[src/hw/rtl/vmss_pkg.sv]
`default_nettype none

package vmss_pkg;

    localparam int DIGIT_POSITIONS = 4;
    localparam int SAMPLE_BITS     = 10;

    localparam int DIGIT_W  = (DIGIT_POSITIONS > 1) ? $clog2(DIGIT_POSITIONS) : 1;
    localparam int PHASE_W  = 3;
    localparam int FS_W     = 14;
    localparam int FRAMES_W = 8;
    localparam int MV_W     = FS_W;
    localparam int SEL_W    = 3;
    localparam int SEG_W    = 8;

    // v / 10 == (v * 52429) >> 19 for every v below 43690
    localparam int DIV10_W     = 16;
    localparam int DIV10_SHIFT = 19;
    localparam logic [DIV10_W-1:0] DIV10_MUL = 16'd52429;

    localparam logic [FS_W-1:0]     FS_RESET     = 14'd3300;
    localparam logic [FRAMES_W-1:0] FRAMES_RESET = 8'd64;
    localparam logic [SEL_W-1:0]    SEL_STATUS   = 3'd4;
    localparam logic [SEG_W-1:0]    SEG_ALL_OFF  = 8'hff;

    localparam logic CMD_SAMPLE = 1'b0;
    localparam logic CMD_TICK   = 1'b1;

    localparam logic REG_FULL_SCALE = 1'b0;
    localparam logic REG_FRAMES     = 1'b1;

    typedef logic [3:0] digit_t;
    typedef digit_t [DIGIT_POSITIONS-1:0] digits_t;

    typedef struct packed {
        logic             sample_request;
        logic             output_off;
        logic [SEG_W-1:0] segments;
        logic [SEL_W-1:0] position_select;
    } scan_view_t;

    // active-low patterns; codes above nine light everything
    function automatic logic [SEG_W-1:0] seg_pattern(input digit_t d);
        logic [SEG_W-1:0] p;
        case (d)
            4'd0:    p = ~8'h3f;
            4'd1:    p = ~8'h06;
            4'd2:    p = ~8'h5b;
            4'd3:    p = ~8'h4f;
            4'd4:    p = ~8'h66;
            4'd5:    p = ~8'h6d;
            4'd6:    p = ~8'h7d;
            4'd7:    p = ~8'h07;
            4'd8:    p = ~8'h7f;
            4'd9:    p = ~8'h6f;
            default: p = 8'h00;
        endcase
        return p;
    endfunction

    function automatic logic [SEL_W-1:0] pos_code(input logic [DIGIT_W-1:0] i);
        logic [SEL_W-1:0] c;
        case (i)
            2'd0:    c = 3'd3;
            2'd1:    c = 3'd0;
            2'd2:    c = 3'd1;
            default: c = 3'd2;
        endcase
        return c;
    endfunction

endpackage

`default_nettype wire

[src/hw/rtl/vmss_conv.sv]
`default_nettype none

module vmss_conv
    import vmss_pkg::*;
(
    input  wire logic                   aclk,
    input  wire logic                   aresetn,
    input  wire logic                   start,
    input  wire logic [SAMPLE_BITS-1:0] sample,
    input  wire logic [FS_W-1:0]        full_scale,
    output logic                        busy,
    output digits_t                     digits
);

    logic                           busy_reg, busy_next;
    logic [DIGIT_W-1:0]             cnt_reg, cnt_next;
    logic [MV_W-1:0]                val_reg, val_next;
    digits_t                        digits_reg, digits_next;

    logic [SAMPLE_BITS+FS_W-1:0]    prod;
    logic [MV_W+DIV10_W-1:0]        recip;
    logic [MV_W-1:0]                quot;
    logic [MV_W-1:0]                rem;
    logic [DIGIT_W-1:0]             widx;

    assign prod  = sample * full_scale;
    assign recip = val_reg * DIV10_MUL;
    assign quot  = MV_W'(recip >> DIV10_SHIFT);
    assign rem   = val_reg - ((quot << 3) + (quot << 1));
    assign widx  = DIGIT_W'(DIGIT_POSITIONS - 1) - cnt_reg;

    always_comb begin
        busy_next   = busy_reg;
        cnt_next    = cnt_reg;
        val_next    = val_reg;
        digits_next = digits_reg;
        if (start) begin
            busy_next = 1'b1;
            cnt_next  = '0;
            val_next  = prod[SAMPLE_BITS +: MV_W];
        end else if (busy_reg) begin
            // least significant digit first
            digits_next[widx] = rem[3:0];
            val_next          = quot;
            cnt_next          = cnt_reg + 1'b1;
            if (cnt_reg == DIGIT_W'(DIGIT_POSITIONS - 1)) begin
                busy_next = 1'b0;
            end
        end
    end

    always_ff @(posedge aclk) begin
        if (!aresetn) begin
            busy_reg <= 1'b0;
            cnt_reg  <= '0;
            for (int i = 0; i < DIGIT_POSITIONS; i++) begin
                digits_reg[i] <= digit_t'(i + 1);
            end
        end else begin
            busy_reg   <= busy_next;
            cnt_reg    <= cnt_next;
            digits_reg <= digits_next;
        end
        val_reg <= val_next;
    end

    assign busy   = busy_reg;
    assign digits = digits_reg;

    a_start_idle: assert property (@(posedge aclk) disable iff (!aresetn)
        start |-> !busy_reg)
        else $error("conversion started while busy");

    a_start_busy: assert property (@(posedge aclk) disable iff (!aresetn)
        start |=> busy_reg && cnt_reg == '0)
        else $error("conversion did not begin after start");

    a_done: assert property (@(posedge aclk) disable iff (!aresetn)
        busy_reg && cnt_reg == DIGIT_W'(DIGIT_POSITIONS - 1) |=> !busy_reg)
        else $error("conversion ran past last digit");

endmodule

`default_nettype wire

[src/hw/rtl/vmss_scan.sv]
`default_nettype none

module vmss_scan
    import vmss_pkg::*;
(
    input  wire logic                aclk,
    input  wire logic                aresetn,
    input  wire logic                beat,
    input  wire logic                command,
    input  wire logic [FRAMES_W-1:0] frames,
    input  wire digits_t             digits,
    output logic                     start,
    output scan_view_t               view_next
);

    logic                   reading_reg, reading_next;
    logic [PHASE_W-1:0]     phase_reg, phase_next;
    logic [FRAMES_W-1:0]    frame_reg, frame_next;
    logic [SEL_W-1:0]       sel_reg, sel_next;
    logic [SEG_W-1:0]       seg_reg, seg_next;
    logic                   off_reg, off_next;
    logic                   tick;
    logic [DIGIT_W-1:0]     pidx;

    assign start = beat && reading_reg && (command == CMD_SAMPLE);
    assign tick  = beat && !reading_reg && (command == CMD_TICK);
    assign pidx  = phase_reg[DIGIT_W-1:0];

    always_comb begin
        reading_next = reading_reg;
        phase_next   = phase_reg;
        frame_next   = frame_reg;
        sel_next     = sel_reg;
        seg_next     = seg_reg;
        off_next     = off_reg;
        if (start) begin
            reading_next = 1'b0;
            phase_next   = '0;
            frame_next   = '0;
        end else if (tick) begin
            off_next = 1'b1;
            if (phase_reg < PHASE_W'(DIGIT_POSITIONS)) begin
                sel_next   = pos_code(pidx);
                seg_next   = seg_pattern(digits[pidx]);
                off_next   = 1'b0;
                phase_next = phase_reg + 1'b1;
            end else begin
                // blank phase closes the frame; select and segments hold
                phase_next = '0;
                frame_next = frame_reg + 1'b1;
                if (frame_next >= frames) begin
                    reading_next = 1'b1;
                end
            end
        end
    end

    always_ff @(posedge aclk) begin
        if (!aresetn) begin
            reading_reg <= 1'b1;
            phase_reg   <= '0;
            frame_reg   <= '0;
            sel_reg     <= SEL_STATUS;
            seg_reg     <= SEG_ALL_OFF;
            off_reg     <= 1'b1;
        end else begin
            reading_reg <= reading_next;
            phase_reg   <= phase_next;
            frame_reg   <= frame_next;
            sel_reg     <= sel_next;
            seg_reg     <= seg_next;
            off_reg     <= off_next;
        end
    end

    always_comb begin
        view_next.position_select = sel_next;
        view_next.segments        = seg_next;
        view_next.output_off      = off_next;
        view_next.sample_request  = reading_next;
    end

    a_phase_range: assert property (@(posedge aclk) disable iff (!aresetn)
        phase_reg <= PHASE_W'(DIGIT_POSITIONS))
        else $error("scan phase out of range");

endmodule

`default_nettype wire

[src/hw/rtl/adc_voltmeter_seven_segment_scan.sv]
`default_nettype none

// Voltmeter display scanner. Each input beat carries a command in s_tuser
// (0 = ADC sample, 1 = timer tick) and a 10-bit sample in s_tdata; each input
// beat yields exactly one output beat showing the display state after it:
// decoder code, active-low segments, drive disable and sample request. In
// reading mode a sample is scaled to millivolts, floor(sample * full scale /
// 1024), and split into four decimal digits; ticks then scan digit positions
// plus one blanking phase per frame until the programmed frame count is done.
// Rate: one beat per cycle while s_tready is high. A sample that starts a
// reading holds s_tready low after its beat, while the digit unit peels off
// one decimal digit per cycle (one multiply by the reciprocal of ten per
// step). Output is registered; input keeps flowing while a result waits,
// as long as the output register drains in the same cycle. Registers:
// index 0 full-scale millivolts (14 bit, reset 3300), index 1 frames per
// reading (8 bit, reset 64, 0 acts as 1). Write them only while idle.

module adc_voltmeter_seven_segment_scan
    import vmss_pkg::*;
(
    input  wire logic        aclk,
    input  wire logic        aresetn,

    input  wire logic        s_tvalid,
    output logic             s_tready,
    input  wire logic [15:0] s_tdata,   // [9:0] sample
    input  wire logic [0:0]  s_tuser,   // [0] command

    output logic             m_tvalid,
    input  wire logic        m_tready,
    output logic [15:0]      m_tdata,   // [2:0] position_select, [10:3] segments,
                                        // [11] output_off, [12] sample_request

    input  wire logic        cfg_valid,
    output logic             cfg_ready,
    input  wire logic [0:0]  cfg_index,
    input  wire logic [13:0] cfg_data
);

    logic [FS_W-1:0]     fs_reg;
    logic [FRAMES_W-1:0] frames_reg;
    logic                m_valid_reg;
    scan_view_t          m_view_reg;

    logic                s_beat;
    logic                out_free;
    logic                conv_busy;
    logic                start;
    digits_t             digits;
    scan_view_t          view_next;

    // output slot is free when empty or being drained this cycle
    assign out_free  = !m_valid_reg || m_tready;
    assign s_tready  = out_free && !conv_busy;
    assign s_beat    = s_tvalid && s_tready;
    assign cfg_ready = 1'b1;

    always_ff @(posedge aclk) begin
        if (!aresetn) begin
            fs_reg     <= FS_RESET;
            frames_reg <= FRAMES_RESET;
        end else if (cfg_valid) begin
            case (cfg_index[0])
                REG_FULL_SCALE: fs_reg     <= cfg_data[FS_W-1:0];
                REG_FRAMES:     frames_reg <= cfg_data[FRAMES_W-1:0];
                default:        ;
            endcase
        end
    end

    vmss_scan u_scan (
        .aclk      (aclk),
        .aresetn   (aresetn),
        .beat      (s_beat),
        .command   (s_tuser[0]),
        .frames    (frames_reg),
        .digits    (digits),
        .start     (start),
        .view_next (view_next)
    );

    vmss_conv u_conv (
        .aclk       (aclk),
        .aresetn    (aresetn),
        .start      (start),
        .sample     (s_tdata[SAMPLE_BITS-1:0]),
        .full_scale (fs_reg),
        .busy       (conv_busy),
        .digits     (digits)
    );

    // result register
    always_ff @(posedge aclk) begin
        if (!aresetn) begin
            m_valid_reg <= 1'b0;
        end else if (s_beat) begin
            m_valid_reg <= 1'b1;
        end else if (m_tready) begin
            m_valid_reg <= 1'b0;
        end
        if (s_beat) begin
            m_view_reg <= view_next;
        end
    end

    assign m_tvalid = m_valid_reg;
    assign m_tdata  = {3'b000, m_view_reg};

    a_busy_blocks: assert property (@(posedge aclk) disable iff (!aresetn)
        conv_busy |-> !s_tready)
        else $error("input taken during digit conversion");

    a_start_result: assert property (@(posedge aclk) disable iff (!aresetn)
        start |=> m_valid_reg && !m_view_reg.sample_request)
        else $error("reading start not reflected in result");

endmodule

`default_nettype wire

[config.mk]
export PLATFORM = sky130hd
export DESIGN_NAME = adc_voltmeter_seven_segment_scan
export DESIGN_NICKNAME = d
export VERILOG_FILES = /design/src/hw/rtl/vmss_pkg.sv /design/src/hw/rtl/vmss_conv.sv /design/src/hw/rtl/vmss_scan.sv /design/src/hw/rtl/adc_voltmeter_seven_segment_scan.sv
export SDC_FILE = /design/constraint.sdc
export NUM_CORES = 1
export LEC_CHECK = 0
export ABC_AREA = 1
export BUFFER_PORTS_ARGS = -buffer_cell sky130_fd_sc_hd__buf_2
export CELL_PAD_IN_SITES_DETAIL_PLACEMENT = 2
export CELL_PAD_IN_SITES_GLOBAL_PLACEMENT = 2
export CORE_MARGIN = 2
export CORE_UTILIZATION = 40
export DETAILED_ROUTE_END_ITERATION = 10
export GPL_TIMING_DRIVEN = 0
export PLACE_DENSITY = 0.94
export SLEW_MARGIN = 10
export SYNTH_ARGS = -nofsm -noshare
export SYNTH_HDL_FRONTEND = slang
export SYNTH_SLANG_ARGS = --single-unit
[constraint.sdc]
create_clock -name aclk -period 16.53 [get_ports aclk]
set_input_delay 2.4795 -clock aclk [delete_from_list [all_inputs] [get_ports aclk]]
set_output_delay 2.4795 -clock aclk [all_outputs]
set_load 0.02 [all_outputs]
### Word-level counts from Yosys, hierarchy flattened

Memories as Yosys holds them, arrays and structs flattened.
Index checks and enable logic that the tools add are counted.

* add/subtract/negate cells: 6
* $mul: 2
* divide/modulo/power cells: 0
* order comparisons: 5
* eq/ne operators: 3
* shifts and indexed selects: 0
* mux-type cells: 27
* bitwise logic cells: 5
* reduce and logical (&&, ||, !) cells: 19

Operator list (count)
* multiplier 14 x 16 -> 30 bit, second input constant: 1
* 2-to-1 mux 14 bit: 2
* multiplier 10 x 14 -> 24 bit: 1
* 2-to-1 mux 8 bit: 3
* bitwise mux 16 bit: 1
* 2-to-1 mux 1 bit: 12
* 2-to-1 mux 3 bit: 4
* adder 8 x 1 -> 8 bit, second input constant: 1
* binary-select mux 4 bit (select 2 bit): 1
* demux 4 bit (select 2 bit): 1
* greater-or-equal comparator 8 bit: 1
* 2-to-1 mux 4 bit: 2
* AND reduction 2 bit: 4
* logical AND 1 bit: 7
* < comparator 2 x 3 -> 1 bit, second input constant: 2
* case mux 2 bit (3 select lines): 1
* inverter 1 bit: 5
* adder 4 bit: 1
* == test 2 bit, second input constant: 2
* nonzero test 2 bit: 2
* subtractor 4 bit: 1
* adder 3 x 1 -> 3 bit, second input constant: 1
* logical NOT 1 bit: 3
* < comparator 3 bit, second input constant: 1
* other kinds (7): 7

* register bits: 93
* latch bits: 0
* bits in writable memories: 0
* bits in read-only memories: 128
* bits of input ports: 37
* output and inout bits: 19
* logic and storage cells: 88
* memories: 1

Memory list
* (name not given): words 16, bits a word 8, read ports 1, clocked after Yosys merged registers in 0, write ports 0, line vmss_pkg.sv:45 `case (d)`

### Depth between registers and ports, before layout

* depth after elaboration: 8
* gate-level depth with buffers: 30
* depth with buffers taken out: 30

### Modules after synthesis

From an unflattened synthesis, not the netlist that was laid out.

* cell total of the unflattened synthesis: 1670
* area total of the unflattened synthesis: 12918.6 um^2

By module, submodules not included
* vmss_conv: times used 1, cells an instance 1286, area an instance 9900.7 um^2, seq. area each 800.8 um^2
* vmss_scan: times used 1, cells an instance 239, area an instance 1631.6 um^2, seq. area each 480.5 um^2
* adc_voltmeter_seven_segment_scan: times used 1, cells an instance 145, area an instance 1386.3 um^2, seq. area each 850.8 um^2

### Least setup slack after synthesis

No wires, ideal clock.

* kind: in2reg
* start point: input port s_tdata[9]
* end point: register u_conv.val_reg[8], data pin
* setup time: 0.256 ns
* arrival time: 6.881 ns
* required time: 16.274 ns
* setup slack: 9.393 ns
* stages on the path: 22
* path buffers: 1
* cells stage by stage: clkbuf_1 > nand2_1 > fa_1 > inv_1 > fa_1 > inv_1 > fa_1 > inv_1 > fa_1 > inv_1 > fa_1 > inv_1 > ha_1 > nand2_1 > nor4_1 > nand2_1 > nand2_1 > nand2_1 > nand2_1 > nand2_1 > nand3_1 > nand2_1

* longest elaborated chain between the ends: 2

Ends and longest elaborated chain
* from (decl): line adc_voltmeter_seven_segment_scan.sv:26 `input wire logic [15:0] s_tdata,`
* multiplier 10 x 14 -> 24 bit: line vmss_conv.sv:26 `assign prod = sample * full_scale;`
* 2-to-1 mux 14 bit: line vmss_conv.sv:37 `if (start) begin`
* via u_conv.val_next[8]: line vmss_conv.sv:17 `logic [MV_W-1:0] val_reg, val_next;`
* to (signal assigned): line vmss_conv.sv:64 `val_reg <= val_next;`
* to (decl): line vmss_conv.sv:17

The timed path passes the listed nets, and every way through them passes these cells.
A chain may end at the register's enable or synchronous reset.

### Worst setup path after layout

Same ends and word-level chain as after synthesis.

==> summary.md <==
| Metric | Value |
|---|---|
| Max Slew Vio Count | 0 |
| Diode count | 0 |
| TritonCTS clock tree | built |
| Max reg flops | 16 |
| Layout cells sized above 1 | 0.0706 |
| Htree depth | 3 |
| Required time of the critical path | 16.64 ns |
| Setup violations, final | 0 |
| Hold buffers post-CTS | 0 |
| Crit path max-delay cell type | fa_1 |
| Gr usage total | 0.342 |
| Critical path class | in2reg |
| Initial Utilization | 0.405 |
| P&R area growth vs syn | 8.13% |
| Die width | 183 um |
| Total negative slack | 0 ns |
| Total CTS buffers | 9 |
| Synthesized flop and latch total | between 90 and 100 |
| Initial drt markers | 599 |
| First-pass GRT wire length | 85.5 mm |
| Port Buffers | 45 |
| Final setup skew | 0.0211 ns |
| I/O pin count | 56 |
| Setup crit end kind | flip-flop |
| Crit Path Max Fanout | 10 |
| Distinct cells, synth | 56 |
| CTS Root Cell | clkbuf_16 |
| Drt drc | 0 |
| Synth async-reset ratio | 0 |
| Cell area after synthesis | 0.0127 mm2 |
| TritonRoute pass-1 iters | 5 |
| Core area | 0.0315 mm2 |
| # nets final | about 2,100 |
| Hold violation count in the final report | 0 |
| Post-CTS Setup Bufs | 0 |
| Clock insertion delay at the later pin of the skew report | 0.38 ns |
| Vias | 11,800 |
| Routability cong. | ~0.85 |
| Congestion Overflow GR | 0 |
| Rows | 65 |
| RSZ-0062 raised after global routing | false |
| Worst path max stage delay | 0.63 ns |
| Critical path arrival | 8.49 ns |
| Clock Path Buffers | 2 |
| Relative slew slack | 0.431 |
| Top delay family on crit path | adder cells |
| Fin crit period | 8.39 ns |
| Yosys warning count | 0 |
| CP bufs+invs | 7 |
| Place WS | 7.93 ns |
| Vias in the first global route | 14,700 |
| Vias per std cell | between 5 and 6 |
| Die Y | around 180 um |
| Post-route setup slack | 8.14 ns |
| Register clock-pin slew on the reported worst setup and hold paths | 0.08 ns |
| Max-cap viol count | 0 |
| Wire per inst | between 20 and 30 um |
| Initial antenna violation count | 0 |
| Antenna Violating Nets Remaining | 0 |
| CP Launch Type | input port |
| Achievable Freq | 0.119 GHz |
| Final hold slack | between 0.4 and 0.5 ns |
| Run status | finished clean |
| Commonest register cell after synthesis | dfxtp_1 |
| Slew @ Worst Pin | 0.854 ns |
| Post-DP HPWL | 42.5 mm |
| Die area | around 0.033 mm2 |
| Post-synth EDFFs | 27 |
| Mean Syn Cell Area | 7.79 um2 |
| Post-synthesis sequential area ratio | 0.167 |
| Min-delay worst type | reg2reg |
| Cells after synthesis | 1,636 |
| Final wirelength | ~56 mm |
| Worst path cell trace | buf_2, clkbuf_1, nand2_1, fa_1, inv_1, fa_1, inv_1, fa_1, inv_1, fa_1, inv_1, fa_1, inv_1, ha_1, nand2_1, nor4_1, nand2_1, nand2_1, nand2_1, nand2_1, nand2_1, nand3_1, nand2_1 |
| Fill count | ~3,600 |
| Largest net degree at the start of global routing | 20 |
| # clock sinks | 93 |
| Most Frequent Cell on Critical Path | nand2_1 |
| Final period util | 0.507 |
| Post-cts resize count | 0 |
path summary, 6_finish.rpt:
path	cells past startpoint	to	start	slack, ns
hold / removal	2	fs_reg[10]	fs_reg[10]	0.49
setup / recovery	23	u_conv.val_reg[8]	s_tdata[9]	8.14
setup reg to reg	27	u_conv.digits[11]	u_conv.val_reg[8]	9.83
hold reg to reg	2	fs_reg[10]	fs_reg[10]	0.49
synthesized netlist by cell type, types with 3 or more instances:
cell type    n  area (um2)
nand2_4      3        33.8
inv_1      387        1450
fa_1       147        2940
nand3_1     52         260
buf_4        5        37.5
o22ai_1      3        18.8
xnor2_1      9        78.8
clkbuf_1    31         116
a21oi_1     80         400
nor2_4       5        56.3
a21boi_0     4        30.0
inv_2        7        26.3
nand4_1     12        75.1
ha_1       182        2280
nand3_2      4        40.0
nor2_2       4        25.0
o21ai_2      3        26.3
a21o_1       9        67.6
nor3_1       8        40.0
buf_6        4        45.0
or2_1        4        25.0
o21ai_0     67         335
dfxtp_1     66        1320
edfxtp_1    27         811
o21ai_1      6        30.0
nand2_1    355        1330
nand2_2      9        56.3
xor2_1      10        87.6
nor2_1      97         364
tightest hold or removal path, cell delays in order, from the launching register on:
cell	delay, ns
dfxtp_1	0.34
nand2_1	0.06
nand3_1	0.06
placed cells by master, fill, tap and decap left out, types with 46 or more instances in the layout:
master	Yosys	layout
nor2_1	97	97
nand3_1	52	52
nand2_1	355	355
inv_1	387	387
dfxtp_1	66	66
ha_1	182	182
o21ai_0	67	67
fa_1	147	147
buf_2	1	46
a21oi_1	80	80
layout make-up:
class,instances,area [um2],share of cell area
Tap cell,402,503,0.0365
Sequential cell,93,2130,0.155
Buffer,41,204,0.0148
Clock inverter,7,75.1,0.00545
Multi-Input combinational cell,1109,8930,0.648
Inverter,395,1490,0.108
Timing Repair Buffer,45,225,0.0163
Clock buffer,9,225,0.0163
routing by layer:
| layer | routed length (um) | part of all wire | vias to the layer above | track usage |
|---|---|---|---|---|
| li1 | - | - | 5124 | - |
| met1 | 19600 | 0.35 | 5976 | 0.336 |
| met2 | 29800 | 0.53 | 444 | 0.651 |
| met3 | 1690 | 0.030 | 274 | 0.0401 |
| met4 | 4670 | 0.084 | 0 | 0.263 |
| met5 | 0 | 0 | - | 0 |
per-stage QoR:
stage	util	instances	instance area (um2)
floorplan	-	1638	12800
global placement	0.428	2085	13500
detailed placement	0.428	2085	13500
CTS	0.438	2101	13800
global route	0.438	2101	13800
finish	0.438	2101	13800
kinds of logic (layout without fill, tap and decap cells):
| family | count (synthesis) | count (layout) | share of synthesized area |
|---|---|---|---|
| compound gates | 194 | 194 | 0.0876 |
| other cells | 2 | 4 | 0.000589 |
| buf+inv | 436 | 497 | 0.132 |
| flops | 93 | 93 | 0.167 |
| xor+xnor | 19 | 19 | 0.0131 |
| fa+ha+maj | 329 | 329 | 0.409 |
| simple gates | 563 | 563 | 0.190 |
Power is left out: the tool's default activity adds up to more than one toggle a clock period on the data nets, which glitch-free logic cannot reach.
